**src/lru_replacement_tracker_defines.svh**
```systemverilog
// ----------------------------------------------------------------------------
// lru_replacement_tracker_defines.svh
// Assertion macros shared by the LRU replacement tracker.
// ----------------------------------------------------------------------------
`ifndef LRU_REPLACEMENT_TRACKER_DEFINES_SVH
`define LRU_REPLACEMENT_TRACKER_DEFINES_SVH

// Same-cycle implication, checked outside of reset.
`define LRT_ASSERT_NOW(lbl, ante, cons, msg) \
   lbl: assert property (@(posedge clock) disable iff (reset) (ante) |-> (cons)) \
      else $error(msg);

// Next-cycle implication, checked outside of reset.
`define LRT_ASSERT_NEXT(lbl, ante, cons, msg) \
   lbl: assert property (@(posedge clock) disable iff (reset) (ante) |=> (cons)) \
      else $error(msg);

`endif

```
**src/lrt_pkg.sv**
```systemverilog
// ----------------------------------------------------------------------------
// lrt_pkg
// Types and codes shared by the LRU replacement tracker modules.
// ----------------------------------------------------------------------------
package lrt_pkg;

   // Default geometry.
   localparam int LRT_SLOTS     = 16;
   localparam int LRT_PAGE_BITS = 32;

   // Fixed width of the page fields on the ports.
   localparam int LRT_PAGE_W = 32;

   // Access kinds.
   localparam logic [1:0] KIND_INSERT = 2'd0;
   localparam logic [1:0] KIND_HIT    = 2'd1;
   localparam logic [1:0] KIND_REMOVE = 2'd2;

   // Result status codes.
   localparam logic [1:0] ST_OK        = 2'd0;
   localparam logic [1:0] ST_UNTRACKED = 2'd1;
   localparam logic [1:0] ST_FULL      = 2'd2;
   localparam logic [1:0] ST_DUPLICATE = 2'd3;

   // One request word.
   typedef struct packed {
      logic [1:0]            kind;
      logic [LRT_PAGE_W-1:0] page;
   } lrt_req_type;

   // One response word.
   typedef struct packed {
      logic [1:0]            status;
      logic                  stale_valid;
      logic [LRT_PAGE_W-1:0] stale_page;
   } lrt_rsp_type;

   // Handshake between the output stage and the engine.
   typedef struct packed {
      logic idle;
      logic done;
   } lrt_eng_status_type;

endpackage

```
**src/lrt_page_mem.sv**
```systemverilog
// ----------------------------------------------------------------------------
// lrt_page_mem
// Page store: one write port and one read port with registered read data.
// ----------------------------------------------------------------------------
module lrt_page_mem #(
   parameter int DEPTH = 16,
   parameter int WIDTH = 32
) (
   input  logic                     clock,
   input  logic                     wr_en,
   input  logic [$clog2(DEPTH)-1:0] wr_addr,
   input  logic [WIDTH-1:0]         wr_data,
   input  logic [$clog2(DEPTH)-1:0] rd_addr,
   output logic [WIDTH-1:0]         rd_data
);

   logic [WIDTH-1:0] mem_ff [DEPTH];
   logic [WIDTH-1:0] rd_data_ff;

   // Write port.
   always_ff @(posedge clock) begin
      if (wr_en) begin
         mem_ff[wr_addr] <= wr_data;
      end
   end

   // Registered read port.
   always_ff @(posedge clock) begin
      rd_data_ff <= mem_ff[rd_addr];
   end

   assign rd_data = rd_data_ff;

endmodule

```
**src/lrt_engine.sv**
```systemverilog
// ----------------------------------------------------------------------------
// lrt_engine
// Sequencer that walks the slots: a search pass that finds the page and the
// first free slot, an update pass that moves the recency ranks one slot per
// cycle and finds the new least recent slot, and a fetch of its page.
// ----------------------------------------------------------------------------
module lrt_engine #(
   parameter int SLOTS     = 16,
   parameter int PAGE_BITS = 32
) (
   input  logic                       clock,
   input  logic                       reset,
   input  logic                       start,
   input  lrt_pkg::lrt_req_type       req_word,
   input  logic                       out_ready,
   output lrt_pkg::lrt_eng_status_type eng_status,
   output lrt_pkg::lrt_rsp_type       rsp_word
);

   import lrt_pkg::*;

   localparam int IDX_W  = $clog2(SLOTS);
   localparam int SCAN_W = $clog2(SLOTS + 1);
   localparam int CNT_W  = $clog2(SLOTS + 1);

   typedef enum logic [2:0] {
      S_IDLE,
      S_SEARCH,
      S_UPDATE,
      S_FETCH,
      S_DONE
   } state_type;

   state_type            state_ff, state_in;
   logic [SCAN_W-1:0]    idx_ff, idx_in;
   logic [1:0]           kind_ff, kind_in;
   logic [PAGE_BITS-1:0] key_ff, key_in;
   logic                 match_ff, match_in;
   logic [IDX_W-1:0]     match_idx_ff, match_idx_in;
   logic [IDX_W-1:0]     match_rank_ff, match_rank_in;
   logic                 free_ff, free_in;
   logic [IDX_W-1:0]     free_idx_ff, free_idx_in;
   logic [CNT_W-1:0]     count_ff, count_in;
   logic                 stale_ff, stale_in;
   logic [IDX_W-1:0]     stale_idx_ff, stale_idx_in;
   logic                 used_ff [SLOTS];
   logic                 used_in [SLOTS];
   logic [IDX_W-1:0]     rank_ff [SLOTS];
   logic [IDX_W-1:0]     rank_in [SLOTS];

   logic [IDX_W-1:0]     slot_idx;
   logic [IDX_W-1:0]     cmp_idx;
   logic                 slot_used;
   logic [IDX_W-1:0]     slot_rank;
   logic                 new_used;
   logic [IDX_W-1:0]     new_rank;
   logic [CNT_W-1:0]     new_count;
   logic                 ins_ok, hit_ok, rem_ok;
   logic [1:0]           status;
   logic [IDX_W-1:0]     rd_addr;
   logic [PAGE_BITS-1:0] rd_data;
   logic                 wr_en;

   // The search pass compares the read data in the cycle after its address.
   assign slot_idx  = idx_ff[IDX_W-1:0];
   assign cmp_idx   = IDX_W'(idx_ff - SCAN_W'(1));
   assign slot_used = used_ff[(state_ff == S_SEARCH) ? cmp_idx : slot_idx];
   assign slot_rank = rank_ff[(state_ff == S_SEARCH) ? cmp_idx : slot_idx];

   // Outcome of the access, from the flags left by the search pass.
   always_comb begin
      ins_ok = 1'b0;
      hit_ok = 1'b0;
      rem_ok = 1'b0;
      status = ST_OK;
      unique case (kind_ff)
         KIND_INSERT: begin
            if (match_ff) begin
               status = ST_DUPLICATE;
            end else if (!free_ff) begin
               status = ST_FULL;
            end else begin
               ins_ok = 1'b1;
            end
         end
         KIND_HIT: begin
            if (match_ff) begin
               hit_ok = 1'b1;
            end else begin
               status = ST_UNTRACKED;
            end
         end
         KIND_REMOVE: begin
            if (match_ff) begin
               rem_ok = 1'b1;
            end else begin
               status = ST_UNTRACKED;
            end
         end
         default: begin
            status = ST_OK;
         end
      endcase
   end

   // Occupancy after the access.
   always_comb begin
      new_count = count_ff;
      if (ins_ok) begin
         new_count = count_ff + CNT_W'(1);
      end else if (rem_ok) begin
         new_count = count_ff - CNT_W'(1);
      end
   end

   // Shared rank update unit, applied to one slot per cycle.
   always_comb begin
      new_used = slot_used;
      new_rank = slot_rank;
      if (ins_ok) begin
         if (slot_idx == free_idx_ff) begin
            new_used = 1'b1;
            new_rank = '0;
         end else if (slot_used) begin
            new_rank = slot_rank + IDX_W'(1);
         end
      end else if (hit_ok) begin
         if (slot_idx == match_idx_ff) begin
            new_rank = '0;
         end else if (slot_used && (slot_rank < match_rank_ff)) begin
            new_rank = slot_rank + IDX_W'(1);
         end
      end else if (rem_ok) begin
         if (slot_idx == match_idx_ff) begin
            new_used = 1'b0;
            new_rank = '0;
         end else if (slot_used && (slot_rank > match_rank_ff)) begin
            new_rank = slot_rank - IDX_W'(1);
         end
      end
   end

   // Sequencer next state.
   always_comb begin
      state_in      = state_ff;
      idx_in        = idx_ff;
      kind_in       = kind_ff;
      key_in        = key_ff;
      match_in      = match_ff;
      match_idx_in  = match_idx_ff;
      match_rank_in = match_rank_ff;
      free_in       = free_ff;
      free_idx_in   = free_idx_ff;
      count_in      = count_ff;
      stale_in      = stale_ff;
      stale_idx_in  = stale_idx_ff;
      used_in       = used_ff;
      rank_in       = rank_ff;
      unique case (state_ff)
         S_IDLE: begin
            if (start) begin
               state_in = S_SEARCH;
               idx_in   = '0;
               kind_in  = req_word.kind;
               key_in   = PAGE_BITS'(req_word.page);
               match_in = 1'b0;
               free_in  = 1'b0;
            end
         end
         S_SEARCH: begin
            // Look at the slot whose page was read last cycle.
            if (idx_ff != '0) begin
               if (slot_used && !match_ff && (rd_data == key_ff)) begin
                  match_in      = 1'b1;
                  match_idx_in  = cmp_idx;
                  match_rank_in = slot_rank;
               end
               if (!slot_used && !free_ff) begin
                  free_in     = 1'b1;
                  free_idx_in = cmp_idx;
               end
            end
            if (idx_ff == SCAN_W'(SLOTS)) begin
               state_in = S_UPDATE;
               idx_in   = '0;
               stale_in = 1'b0;
            end else begin
               idx_in = idx_ff + SCAN_W'(1);
            end
         end
         S_UPDATE: begin
            used_in[slot_idx] = new_used;
            rank_in[slot_idx] = new_rank;
            // The least recent slot holds rank count-1.
            if (new_used && !stale_ff && (CNT_W'(new_rank) == new_count - CNT_W'(1))) begin
               stale_in     = 1'b1;
               stale_idx_in = slot_idx;
            end
            if (idx_ff == SCAN_W'(SLOTS - 1)) begin
               state_in = S_FETCH;
               count_in = new_count;
            end else begin
               idx_in = idx_ff + SCAN_W'(1);
            end
         end
         S_FETCH: begin
            state_in = S_DONE;
         end
         S_DONE: begin
            if (out_ready) begin
               state_in = S_IDLE;
            end
         end
         default: begin
            state_in = S_IDLE;
         end
      endcase
   end

   // State and registered outputs.
   always_ff @(posedge clock) begin
      if (reset) begin
         state_ff <= S_IDLE;
         count_ff <= '0;
         for (int i = 0; i < SLOTS; i++) begin
            used_ff[i] <= 1'b0;
            rank_ff[i] <= '0;
         end
      end else begin
         state_ff <= state_in;
         count_ff <= count_in;
         used_ff  <= used_in;
         rank_ff  <= rank_in;
      end
      idx_ff        <= idx_in;
      kind_ff       <= kind_in;
      key_ff        <= key_in;
      match_ff      <= match_in;
      match_idx_ff  <= match_idx_in;
      match_rank_ff <= match_rank_in;
      free_ff       <= free_in;
      free_idx_ff   <= free_idx_in;
      stale_ff      <= stale_in;
      stale_idx_ff  <= stale_idx_in;
   end

   // The new page is written once, at the start of the update pass.
   assign wr_en = (state_ff == S_UPDATE) && (idx_ff == '0) && ins_ok;

   // Walk the store during search, then hold on the least recent slot.
   assign rd_addr = ((state_ff == S_SEARCH) && (idx_ff != SCAN_W'(SLOTS))) ? slot_idx
                                                                          : stale_idx_ff;

   lrt_page_mem #(
      .DEPTH (SLOTS),
      .WIDTH (PAGE_BITS)
   ) u_page_mem (
      .clock   (clock),
      .wr_en   (wr_en),
      .wr_addr (free_idx_ff),
      .wr_data (key_ff),
      .rd_addr (rd_addr),
      .rd_data (rd_data)
   );

   // Result word, valid in the done state.
   assign eng_status.idle      = (state_ff == S_IDLE);
   assign eng_status.done      = (state_ff == S_DONE);
   assign rsp_word.status      = status;
   assign rsp_word.stale_valid = stale_ff;
   assign rsp_word.stale_page  = stale_ff ? LRT_PAGE_W'(rd_data) : '0;

endmodule

```
**src/lru_replacement_tracker.sv**
```systemverilog
// ----------------------------------------------------------------------------
// lru_replacement_tracker
// Exact LRU tracker over a fixed number of slots with a valid/stall request
// channel and a registered response channel.
// ----------------------------------------------------------------------------
// Usage:
//   Each request word carries a kind (insert, hit, remove) and a page. Every
//   request produces exactly one response word with a status, a flag that
//   says whether any page is tracked, and the least recently used page.
//   A request is taken when req_valid is high and req_stall is low; a
//   response leaves when rsp_valid is high and rsp_stall is low.
//   The engine walks the slot store twice, one slot per cycle: a search
//   pass over every slot and a rank update pass, followed by a fetch of
//   the stale page. The response is registered after the fetch, and a
//   new request is taken only once the engine has handed its previous
//   result to the output register and is idle again.
//   The slot-at-a-time walks, through the one read port of the page store
//   and the one shared rank update unit, set the request rate.
//   req_stall is high while an item is in progress. A finished response
//   waits in the output register while the next request is processed; if
//   the receiver still stalls when the next result is ready, the engine
//   holds it and stalls further requests.
//   Reset empties the table at once; no clearing pass is needed.
// ----------------------------------------------------------------------------
module lru_replacement_tracker #(
   parameter int SLOTS     = lrt_pkg::LRT_SLOTS,
   parameter int PAGE_BITS = lrt_pkg::LRT_PAGE_BITS
) (
   input  logic                 clock,
   input  logic                 reset,
   input  logic                 req_valid,
   output logic                 req_stall,
   input  lrt_pkg::lrt_req_type req_word,
   output logic                 rsp_valid,
   input  logic                 rsp_stall,
   output lrt_pkg::lrt_rsp_type rsp_word
);

   import lrt_pkg::*;

   `include "lru_replacement_tracker_defines.svh"

   lrt_eng_status_type eng_status;
   lrt_rsp_type        eng_rsp;
   logic               out_ready;
   logic               start;
   logic               rsp_valid_ff, rsp_valid_in;
   lrt_rsp_type        rsp_word_ff, rsp_word_in;

   // Requests are taken only by an idle engine.
   assign req_stall = !eng_status.idle;
   assign start     = req_valid && !req_stall;

   // The output register is free when empty or being drained.
   assign out_ready = !rsp_valid_ff || !rsp_stall;

   lrt_engine #(
      .SLOTS     (SLOTS),
      .PAGE_BITS (PAGE_BITS)
   ) u_engine (
      .clock      (clock),
      .reset      (reset),
      .start      (start),
      .req_word   (req_word),
      .out_ready  (out_ready),
      .eng_status (eng_status),
      .rsp_word   (eng_rsp)
   );

   // Output register next value.
   always_comb begin
      rsp_valid_in = rsp_valid_ff;
      rsp_word_in  = rsp_word_ff;
      if (out_ready) begin
         rsp_valid_in = eng_status.done;
         if (eng_status.done) begin
            rsp_word_in = eng_rsp;
         end
      end
   end

   always_ff @(posedge clock) begin
      if (reset) begin
         rsp_valid_ff <= 1'b0;
      end else begin
         rsp_valid_ff <= rsp_valid_in;
      end
      rsp_word_ff <= rsp_word_in;
   end

   assign rsp_valid = rsp_valid_ff;
   assign rsp_word  = rsp_word_ff;

   // A taken request keeps the engine busy on the next cycle.
   `LRT_ASSERT_NEXT(a_busy_after_accept, start, req_stall, "engine idle after accept")

   // A full table always has a least recent page to report.
   `LRT_ASSERT_NOW(a_full_has_stale, rsp_valid && (rsp_word.status == ST_FULL),
                   rsp_word.stale_valid, "full table without stale page")

   // With nothing tracked the stale page reads as zero.
   `LRT_ASSERT_NOW(a_empty_page_zero, rsp_valid && !rsp_word.stale_valid,
                   rsp_word.stale_page == '0, "stale page not zero on empty table")

   // The engine never finishes an item while idle.
   `LRT_ASSERT_NOW(a_done_not_idle, eng_status.done, !eng_status.idle,
                   "engine done and idle together")

endmodule

```
**config.mk**
```make
export PLATFORM = sky130hd
export DESIGN_NAME = lru_replacement_tracker
export DESIGN_NICKNAME = d
export VERILOG_FILES = /design/src/lrt_pkg.sv /design/src/lrt_page_mem.sv /design/src/lrt_engine.sv /design/src/lru_replacement_tracker.sv
export VERILOG_INCLUDE_DIRS = /design/src /design/src/src
export SDC_FILE = /design/constraint.sdc
export NUM_CORES = 1
export LEC_CHECK = 0
export BUFFER_PORTS_ARGS = -buffer_cell sky130_fd_sc_hd__buf_2
export CAP_MARGIN = 20
export CELL_PAD_IN_SITES_DETAIL_PLACEMENT = 0
export CELL_PAD_IN_SITES_GLOBAL_PLACEMENT = 2
export CORE_MARGIN = 2
export CORE_UTILIZATION = 50
export CTS_CLUSTER_SIZE = 30
export DETAILED_ROUTE_END_ITERATION = 10
export PLACE_DENSITY = 0.87
export RECOVER_POWER = 100
export SKIP_LAST_GASP = 1
export SLEW_MARGIN = 25
export SYNTH_ARGS = -nofsm -noshare
export SYNTH_HDL_FRONTEND = slang
export SYNTH_SLANG_ARGS = --single-unit
export TNS_END_PERCENT = 30
```
**constraint.sdc**
```tcl
create_clock -name clock -period 15.2 [get_ports clock]
set_input_delay 0.76 -clock clock [delete_from_list [all_inputs] [get_ports clock]]
set_output_delay 0.76 -clock clock [all_outputs]
set_load 0.05 [all_outputs]
```
==> results.json, run 1 <==
{
  "status": "complete, but fails checks",
  "violations": "capacitance limit, slew limit",
  "drc": 0,
  "antenna_found_initial": 0,
  "cp_cell_sequence": "clkbuf_1 > inv_1 > ha_1 > a31oi_1 > mux2i_4 > buf_12 > clkbuf_1 > mux4_2 > and2_0 > a211oi_1 > a31oi_1",
  "seq_area_frac_synth_pct": 70.68,
  "synth_seq_cells": 726,
  "drive_gt1_share_pct": 16.88,
  "worst_slew_pin_slew_ps": 3903,
  "syn_inst": 1800,
  "clock-sinks": 726,
  "final_nets": 1932,
  "routed_via_density": 5.937,
  "placedCellCount": 2561,
  "gp_congestion": 0.8405,
  "synth_warnings": 0,
  "drt-total-wl_um": 69310,
  "postCtsSetupRepairBufs": 0,
  "routed-via-count": 16040,
  "fin_worst_hold_slack_ps": 311.9,
  "cp_slowest_cell": "clkbuf_1",
  "die_h_um": 245.4,
  "worstPathArrival_ps": 9390,
  "gr-total-overflow": 0,
  "die-area_um2": 60210,
  "synth_edf_count": 605,
  "synth_area_um2": 29130,
  "cts_buffer_depth": 3,
  "synth.area.top_cells": "edfxtp_1 (62%), mux4_2 (10%), dfxtp_1 (8.3%), nand2_1 (2.3%), and2_1 (1.7%)",
  "reg2reg_slack_ps": 6280,
  "grt_pass1_vias": 15860,
  "final-hold-violation-count": 0,
  "clockRootBuffer": "clkbuf_16",
  "setup-violations-final": 0,
  "yosysTopAreaCellShare_pct": 62.36,
  "cp.required_ps": 15660,
  "critical_path_class": "reg2reg",
  "drtIter0Drc": 1505,
  "slew_viol_final": 719,
  "slew_headroom_pct": -160.2,
  "routedWlPerCell_um": 25.65,
  "cts_hold_buf": 0,
  "area_delta_synth_final_pct": 12.25,
  "synthArstFlopShare_pct": 0,
  "grt_max_degree": 129,
  "crit_path_end_kind": "register",
  "clk_latency_ps": 630,
  "ys_top_cells_by_count": "edfxtp_1 (605), nand2_1 (180), mux4_2 (133), dfxtp_1 (121), nor2_1 (109)",
  "max_stage_delay_ps": 2810,
  "powerDensity_nw_per_um2": 150.6,
  "antenna_left": 0,
  "final_area_um2": 32700,
  "yosysUniqueCellTypes": 80,
  "fin_cells": 2702,
  "finalCritPeriodShare_pct": 58.70,
  "fin_tns_setup_ps": 0,
  "grt_pass1_wl_um": 102600,
  "drtPass1Iterations": 7,
  "initial_core_util_pct": 50.49,
  "dpl_cell_area_um2": 30450,
  "rows": 88,
  "cap_viol_max_count": 30,
  "io_pins": 75,
  "skew_ps": 22.42,
  "die_x_um": 245.4,
  "core_area_um2": 57700,
  "synth_nets": 1857,
  "p_leak_nw": 10.49,
  "synth.avg_cell_area_um2": 16.18,
  "holdCritPathClass": "in2reg",
  "htreeDepth": 3,
  "hpwl_um": 39140,
  "path_clk_slew_ps": 60,
  "cts_tree": "built",
  "finalCriticalPeriod_ps": 8923,
  "cp_num_buf_inv": 4,
  "synth_area_leader_cell": "edfxtp_1",
  "worstSetupStartpointType": "register",
  "portBuffers": 74,
  "cts_made_buffers": 75,
  "n_antenna_cell": 0,
  "ctsResizeCount": 0,
  "critPathMaxFanout": 84,
  "rsz0062_at_grt": "no",
  "critical_path.top_delay_family": "buffers and inverters",
  "fmax_mhz": 112.1,
  "grt.total_usage_pct": 23.37,
  "power.ir.vdd_worst_mv": 0.08845,
  "synthFlopType": "edfxtp_1",
  "yosysMostFrequentCell": "edfxtp_1"
}
[cells by family after synthesis]
family                   count (synthesis)  synth area share, %
AO/OA/AOI/OAI                          238                5.858
multiplexers                           165                11.46
flip-flops                             726                70.68
AND/OR/NAND/NOR                        461                7.499
buffers and inverters                  130                1.851
XOR/XNOR                                61                1.834
adder cells (fa/ha/maj)                 19               0.8161
[per-layer routing]
| metal | track usage (%) | part of all wire (%) | vias to the layer above |
|---|---|---|---|
| met1 | 33.11 | 43 | 8230 |
| li1 | - | - | 7115 |
| met4 | 7.005 | 2.3 | 0 |
| met5 | 0 | 0 | - |
| met2 | 37.48 | 48 | 606 |
| met3 | 3.929 | 7.0 | 91 |
[registers in the layout, summed over array words and instances (netlist names), 2 cells and up]
name and flops:
u_engine.rank_ff 64, u_engine.match_rank_ff 4, u_engine.stale_idx_ff 4, rsp_word 35, u_engine.key_ff 32, u_engine.state_ff 3
u_engine.u_page_mem.mem_ff 512, u_engine.free_idx_ff 4, u_engine.idx_ff 5, u_engine.kind_ff 2, u_engine.u_page_mem.rd_data 32, u_engine.match_idx_ff 4
u_engine.count_ff 5, u_engine.used_ff 16
[cell usage in the layout, fill, tap and decap left out, drive strengths merged, types with 4 or more instances in the layout]
| master | count |
|---|---|
| a211oi | 65 |
| a21oi | 64 |
| a31oi | 34 |
| and2 | 80 |
| and3 | 6 |
| and3b | 6 |
| buf | 41 |
| bufinv | 6 |
| clkbuf | 174 |
| clkinv | 24 |
| dfxtp | 121 |
| edfxtp | 605 |
| ha | 19 |
| inv | 21 |
| mux2 | 13 |
| mux2i | 19 |
| mux4 | 133 |
| nand2 | 181 |
| nand2b | 6 |
| nand3 | 13 |
| nand4 | 8 |
| nor2 | 109 |
| nor2b | 5 |
| nor3 | 16 |
| nor4 | 9 |
| o21ai | 15 |
| o221ai | 14 |
| o22ai | 11 |
| o311ai | 4 |
| o31ai | 4 |
| or3 | 4 |
| or4 | 4 |
| xnor2 | 33 |
| xor2 | 28 |
[metrics by stage]
stage / util (%) / total power [mW] / setup slack, ps
2_1_floorplan: - / 2.894 / 9735
3_3_place_gp: 52.77 / 3.130 / 8504
5_1_grt: 56.68 / 5.106 / 5343
6_report: 56.68 / 4.924 / 6277
4_1_cts: 57.10 / 4.968 / 8833
3_5_place_dp: 52.78 / 3.138 / 8827
[worst paths after layout]
kind,startpoint,endpoint,cells past startpoint
hold reg to reg,u_engine.rank_ff[53]$_SDFFE_PP0P_,u_engine.rank_ff[53]$_SDFFE_PP0P_,2
hold / removal,req_word[20],u_engine.key_ff[20]$_DFFE_PP_,1
setup reg to reg,u_engine.idx_ff[0]$_SDFFCE_PN0P_,u_engine.u_page_mem.rd_data[8]$_DFF_P_,11
setup / recovery,u_engine.idx_ff[0]$_SDFFCE_PN0P_,u_engine.u_page_mem.rd_data[8]$_DFF_P_,11
[layout make-up]
type / count / area (um2)
clock inverter: 33 / 390.4
inverter: 19 / 72.57
tap: 765 / 957.2
timing repair buffer: 109 / 548.0
multi-input combinational: 944 / 8036
clock buffer: 106 / 2106
sequential: 726 / 20590
fill: 4535 / 25000
[worst register-to-register path, delay by kind of cell (launching register included)]
kind	cells	cell delay, ps
AO/OA/AOI/OAI	3	1540
adder cells (fa/ha/maj)	1	560
buffers and inverters	4	5000
flip-flops	1	320
multiplexers	2	1200
AND/OR/NAND/NOR	1	180
[power breakdown]
group / switching [mW] / internal [mW] / leakage (nW)
clock: 0.757 / 1.08 / 1.22
combinational: 0.483 / 0.286 / 2.81
sequential: 0.0802 / 2.24 / 6.46
(Power assumes the default switching activity.)
==> run 2: changes to the inputs <==
--- a/config.mk
+++ b/config.mk
@@ -11,10 +11,10 @@
 export CELL_PAD_IN_SITES_DETAIL_PLACEMENT = 0
 export CELL_PAD_IN_SITES_GLOBAL_PLACEMENT = 2
 export CORE_MARGIN = 2
-export CORE_UTILIZATION = 50
+export CORE_UTILIZATION = 42
 export CTS_CLUSTER_SIZE = 30
 export DETAILED_ROUTE_END_ITERATION = 10
-export PLACE_DENSITY = 0.87
+export PLACE_DENSITY = 0.78
 export RECOVER_POWER = 100
 export SKIP_LAST_GASP = 1
 export SLEW_MARGIN = 25
==> constraint.sdc (replaced) <==
create_clock -name clock -period 8 [get_ports clock]
set_input_delay 0.4 -clock clock [delete_from_list [all_inputs] [get_ports clock]]
set_output_delay 0.4 -clock clock [all_outputs]
set_load 0.05 [all_outputs]
==> run 2 against run 1 <==
Effect of this change:
- the flow still finishes with violations (capacitance limit, slew limit)
- global-route usage fell by 3.1 points
- cell area rose by 2.0%
- clock power grew 100%
- routed wire length increased by 3.3%
- combinational power increased by 95%
- cell count up 7.7%
- via count is 0.65% higher
- critical path type unchanged
- non-clock buffer count is 38 higher
==> results.json, run 2 (synthesis gave the netlist of run 1 again) <==
{
  "max_stage_delay_ps": 850,
  "final_common_cell": "edfxtp_1",
  "drc": 0,
  "p_leak_nw": 10.68,
  "drtIter0Drc": 1389,
  "die_x_um": 267.4,
  "fin_cells": 2911,
  "reg2reg_slack_ps": 1390,
  "worstSetupStartpointType": "register",
  "hold_path_end": "u_engine.key_ff[2]$_DFFE_PP_",
  "dr_wl_met3_um": 3680,
  "critical_path_class": "reg2reg",
  "rr_worst_depth": 19,
  "critical_path.top_delay_family": "compound AO/OA/AOI/OAI gates",
  "grt_pass1_vias": 16320,
  "met1_length_um": 31340,
  "power.ir.vdd_worst_mv": 0.1617,
  "finalCritPeriodShare_pct": 82.68,
  "r2r_end": "u_engine.stale_idx_ff[1]$_DFFE_PP_",
  "die-area_um2": 71480,
  "top_register": "u_engine.u_page_mem.mem_ff",
  "multi_input_area_um2": 8018,
  "fmax_mhz": 151.2,
  "powerDensity_nw_per_um2": 287.5,
  "gp_congestion": 0.8302,
  "final-hold-violation-count": 0,
  "routed-via-count": 16150,
  "worstPathArrival_ps": 6910,
  "htreeDepth": 3,
  "drtPass1Iterations": 5,
  "finalCriticalPeriod_ps": 6615,
  "die_h_um": 267.4,
  "ff_latch_area_um2": 20590,
  "top_layer_used": "met4",
  "cap_viol_max_count": 29,
  "min_path_cells": 1,
  "worstReg2RegStart": "u_engine.state_ff[1]$_SDFFE_PP0P_",
  "slew_headroom_pct": -108.3,
  "worst_slew_pin_slew_ps": 3125,
  "fin_worst_hold_slack_ps": 88.17,
  "core_area_um2": 68590,
  "area_delta_synth_final_pct": 14.53,
  "finalPower_mw": 9.592,
  "portBuffers": 74,
  "crit_top_cell": "nor2_1",
  "critPathMaxFanout": 19,
  "cp_cell_sequence": "or3b_1 > clkinvlp_2 > mux2_1 > o221ai_1 > nor2_1 > o31ai_2 > inv_1 > ha_1 > nor2b_1 > o211ai_1 > a21o_1 > or3_1 > a21oi_1 > o21ai_0 > a211oi_2 > buf_4 > xor2_1 > nand3_1 > nor2_1",
  "cp_num_buf_inv": 3,
  "placedCellCount": 2735,
  "routedWlPerCell_um": 24.60,
  "rsz0062_at_grt": "no",
  "cts_tree": "built",
  "fill_cells": 5864,
  "io_pins": 75,
  "clock-sinks": 726,
  "cp-startpoint": "u_engine.state_ff[1]$_SDFFE_PP0P_",
  "slew_viol_final": 704,
  "rows": 96,
  "fin_tns_setup_ps": 0,
  "worstHoldStart": "req_word[2]",
  "holdCritPathClass": "in2reg",
  "path_clk_slew_ps": 70,
  "initial_core_util_pct": 42.47,
  "n_antenna_cell": 0,
  "postCtsSetupRepairBufs": 0,
  "violations": "capacitance limit, slew limit",
  "status": "complete, but fails checks",
  "antenna_found_initial": 2,
  "final_nets": 1973,
  "clockRootBuffer": "clkbuf_16",
  "grt_max_degree": 102,
  "largest_reg_flops": 512,
  "grt.total_usage_pct": 20.31,
  "cts_buffer_depth": 3,
  "crit_path_end_kind": "register",
  "hpwl_um": 41190,
  "gr-total-overflow": 0,
  "drive_gt1_share_pct": 16.87,
  "skew_ps": 21.71,
  "grt_pass1_wl_um": 106500,
  "cp.required_ps": 8290,
  "cts_made_buffers": 78,
  "drt-total-wl_um": 71610,
  "setup-violations-final": 0,
  "antenna_left": 0,
  "final_cell_mix": "edfxtp_1 (605), nand2_1 (181), mux4_2 (133)",
  "dr_wl_met2_um": 35380,
  "routed_via_density": 5.547,
  "cp_slowest_cell": "clkinvlp_2",
  "clk_latency_ps": 630
}
## run 2: changes by cell type in the layout (fill, tap and decap cells not counted), moves of 3 or more
cell and change:
clkinv_1 -5, dlygate4sd3_1 +32, buf_4 +6, a211oi_1 +4, a211oi_2 -4, clkinvlp_4 +3, buf_2 -5, clkbuf_1 +6
## run 2: how the worst max path moves through the flow
stage / cells past startpoint / end / slack [ps]
2_1_floorplan: 18 / u_engine.stale_idx_ff[0]$_DFFE_PP_ / 2530
3_3_place_gp: 18 / u_engine.stale_idx_ff[0]$_DFFE_PP_ / 2310
3_5_place_dp: 18 / u_engine.stale_idx_ff[0]$_DFFE_PP_ / 2160
4_1_cts: 18 / u_engine.stale_idx_ff[0]$_DFFE_PP_ / 2140
5_1_grt: 19 / u_engine.stale_idx_ff[3]$_DFFE_PP_ / 870
6_report: 19 / u_engine.stale_idx_ff[1]$_DFFE_PP_ / 1390
## run 2: power breakdown
group          switching (mW)  leakage [nW]  internal [mW]
logic                   0.942          2.93          0.560
registers               0.137          6.46           4.25
clock network            1.50          1.29           2.20
## run 2: per-layer routing
| metal | vias to the layer above | GRT usage [%] |
|---|---|---|
| li1 | 7210 | - |
| met1 | 8395 | 28.06 |
| met2 | 443 | 33.96 |
| met3 | 98 | 3.117 |
| met4 | 0 | 4.707 |
| met5 | - | 0 |
## run 2: timing repair
item,4_1_cts,5_1_grt
gates resized for setup,0,0
hold endpoints to repair,32,0
hold buffers,32,0
endpoints found under the setup margin,0,0
## run 2: stage by stage
step                      setup WS [ps]  utilization [%]  instance area (um2)
after floorplan                    2535                -                29130
after global placement             2309            44.76                30700
after detailed placement           2155            44.77                30710
after CTS                          2143            49.12                33690
after global routing              869.6            48.65                33370
final                              1385            48.65                33370
## run 2: cell type report
type	count	area share [%]
clock buffer	112	6.574
timing repair buffer	147	2.561
clock inverter	32	1.417
tap	931	3.491
multi-input combinational	944	24.03
sequential	726	61.71
inverter	19	0.2175
==> run 3: changes to the inputs <==
--- a/config.mk
+++ b/config.mk
@@ -11,10 +11,10 @@
 export CELL_PAD_IN_SITES_DETAIL_PLACEMENT = 0
 export CELL_PAD_IN_SITES_GLOBAL_PLACEMENT = 2
 export CORE_MARGIN = 2
-export CORE_UTILIZATION = 42
+export CORE_UTILIZATION = 47
 export CTS_CLUSTER_SIZE = 30
 export DETAILED_ROUTE_END_ITERATION = 10
-export PLACE_DENSITY = 0.78
+export PLACE_DENSITY = 0.82
 export RECOVER_POWER = 100
 export SKIP_LAST_GASP = 1
 export SLEW_MARGIN = 25
==> constraint.sdc (replaced) <==
create_clock -name clock -period 6.85 [get_ports clock]
set_input_delay 0.3425 -clock clock [delete_from_list [all_inputs] [get_ports clock]]
set_output_delay 0.3425 -clock clock [all_outputs]
set_load 0.05 [all_outputs]
==> run 3 against run 2 <==
Effect of this change:
- the flow still finishes with violations (capacitance limit, slew limit)
- worst hold slack improved by 51 ps
- count of clock-buffer cells in the layout is 5 lower
- total power increased by 13%
- non-clock buffer count up 4
- register-to-register slack lost 410 ps
- clock power up 6.8%
- cell count is 4.9% lower
- via count increased by 0.12%
- global-route usage grew 2.1 points
- clock skew decreased by 3.3 ps
- cell area decreased by 1.2%
- critical endpoint unchanged
- largest cell class unchanged
- highest routed layer unchanged
==> results.json, run 3 (synthesis gave the netlist of run 1 again) <==
{
  "antenna_left": 0,
  "hpwl_um": 41160,
  "grt_max_degree": 93,
  "crit_path_end_kind": "register",
  "fin_tns_setup_ps": 0,
  "routed-via-count": 16170,
  "fin_cells": 2768,
  "worstPathArrival_ps": 6150,
  "clock-sinks": 726,
  "slew_viol_final": 496,
  "fmax_mhz": 170.2,
  "status": "complete, but fails checks",
  "postCtsSetupRepairBufs": 0,
  "cap_viol_max_count": 23,
  "top_register": "u_engine.u_page_mem.mem_ff",
  "p_switching_mw": 2.963,
  "placedCellCount": 2596,
  "ff_latch_area_um2": 20590,
  "final_nets": 1975,
  "routed_via_density": 5.840,
  "clk_latency_ps": 610,
  "finalCriticalPeriod_ps": 5875,
  "path_clk_slew_ps": 70,
  "final_common_cell": "edfxtp_1",
  "min_path_cells": 3,
  "die-area_um2": 63990,
  "htreeDepth": 3,
  "die_x_um": 253.0,
  "core_area_um2": 61480,
  "cts_hold_buf": 34,
  "p_int_mw": 7.901,
  "p_sw_share_pct": 27.27,
  "gp_congestion": 0.8394,
  "grt_pass1_vias": 16290,
  "grt_pass1_wl_um": 105200,
  "final-hold-violation-count": 0,
  "area_delta_synth_final_pct": 13.18,
  "power_frac_comb_pct": 16.4,
  "drc": 0,
  "gr-total-overflow": 0,
  "rsz0062_at_grt": "no",
  "worst_slew_pin_slew_ps": 2914,
  "die_h_um": 253.0,
  "ctsResizeCount": 0,
  "worstReg2RegStart": "u_engine.idx_ff[0]$_SDFFCE_PN0P_",
  "drive_gt1_share_pct": 16.49,
  "critical_path_class": "reg2reg",
  "clockPowerShare_pct": 36.3,
  "rr_worst_depth": 17,
  "final_cell_mix": "edfxtp_1 (605), nand2_1 (181), mux4_2 (133)",
  "violations": "capacitance limit, slew limit",
  "power.ir.vdd_worst_mv": 0.1524,
  "p_leak_nw": 10.58,
  "critPathMaxFanout": 14,
  "largest_reg_flops": 512,
  "clockRootBuffer": "clkbuf_16",
  "drtIter0Drc": 1145,
  "cp.required_ps": 7130,
  "routedWlPerCell_um": 25.45,
  "multi_input_area_um2": 8031,
  "setup-violations-final": 0,
  "cts_buffer_depth": 3,
  "r2r_end": "u_engine.stale_idx_ff[1]$_DFFE_PP_",
  "skew_ps": 18.45,
  "initial_core_util_pct": 47.38,
  "slew_headroom_pct": -94.26,
  "drt-total-wl_um": 70460,
  "p_seq_share_pct": 47.3,
  "rows": 91,
  "hold_path_end": "rsp_valid$_SDFFE_PP0P_",
  "portBuffers": 74,
  "io_pins": 75,
  "grt.total_usage_pct": 22.41,
  "fill_cells": 4907,
  "finalCritPeriodShare_pct": 85.77,
  "worstHoldStart": "rsp_stall",
  "powerDensity_nw_per_um2": 329.5,
  "cts_tree": "built",
  "drtPass1Iterations": 5,
  "cts_made_buffers": 76,
  "antenna_found_initial": 1,
  "holdCritPathClass": "in2reg",
  "worstSetupStartpointType": "register",
  "reg2reg_slack_ps": 970
}
## run 3: worst max path at each step
stage | startpoint | to | slack, ps
2_1_floorplan | u_engine.idx_ff[0]$_SDFFCE_PN0P_ | u_engine.stale_idx_ff[0]$_DFFE_PP_ | 1380
3_3_place_gp | u_engine.idx_ff[0]$_SDFFCE_PN0P_ | u_engine.stale_idx_ff[0]$_DFFE_PP_ | 1500
3_5_place_dp | u_engine.idx_ff[0]$_SDFFCE_PN0P_ | u_engine.stale_idx_ff[1]$_DFFE_PP_ | 1360
4_1_cts | u_engine.idx_ff[0]$_SDFFCE_PN0P_ | u_engine.stale_idx_ff[1]$_DFFE_PP_ | 1330
5_1_grt | u_engine.idx_ff[0]$_SDFFCE_PN0P_ | u_engine.stale_idx_ff[1]$_DFFE_PP_ | 540
6_report | u_engine.idx_ff[0]$_SDFFCE_PN0P_ | u_engine.stale_idx_ff[1]$_DFFE_PP_ | 970
## run 3: area by class of cell
type | count | share of cell area (%)
timing repair buffer | 151 | 2.683
antenna | 1 | 0.007590
multi-input combinational | 944 | 24.36
tap | 790 | 2.998
inverter | 19 | 0.2315
clock inverter | 30 | 0.7552
sequential | 726 | 62.45
clock buffer | 107 | 6.519
## run 3: layer usage
layer	global-route usage, %	wire length [um]
met1	30.91	30870
met2	37.15	34540
met3	3.032	3376
met4	7.084	1665
met5	0	0
## run 3: power groups by stage
stage                     registers [mW]  logic, mW  clock network, mW
after CTS                           5.13       1.82               4.02
after detailed placement            5.23       1.80                  0
after floorplan                     5.15       1.27                  0
after global placement              5.21       1.79                  0
after global routing                5.16       1.93               4.18
final                               5.14       1.78               3.95
## run 3: worst max-delay path, cell delays in order, from the launching register on
cell and delay, ps:
edfxtp_1 380, inv_1 210, ha_1 220, and4bb_1 280, xor2_1 170, clkbuf_1 660, mux4_2 600, mux4_2 620
ha_1 360, a41o_1 240, a21o_1 220, or3_1 330, a21oi_1 210, o21ai_0 130, a211oi_2 340, xor2_1 170
nand3_1 100, nor2_1 290
## run 3: through the flow
| stage | setup slack [ps] | hold slack (ps) | utilization, % | total power, mW | area, um2 |
|---|---|---|---|---|---|
| floorplan | 1385 | 424.4 | - | 6.422 | 29130 |
| global placement | 1499 | 457.9 | 49.66 | 7.005 | 30530 |
| detailed placement | 1359 | 457.2 | 49.67 | 7.022 | 30540 |
| CTS | 1333 | 126.1 | 54.13 | 10.97 | 33280 |
| global route | 537.8 | 143.0 | 53.62 | 11.26 | 32970 |
| finish | 974.8 | 139.7 | 53.63 | 10.86 | 32970 |
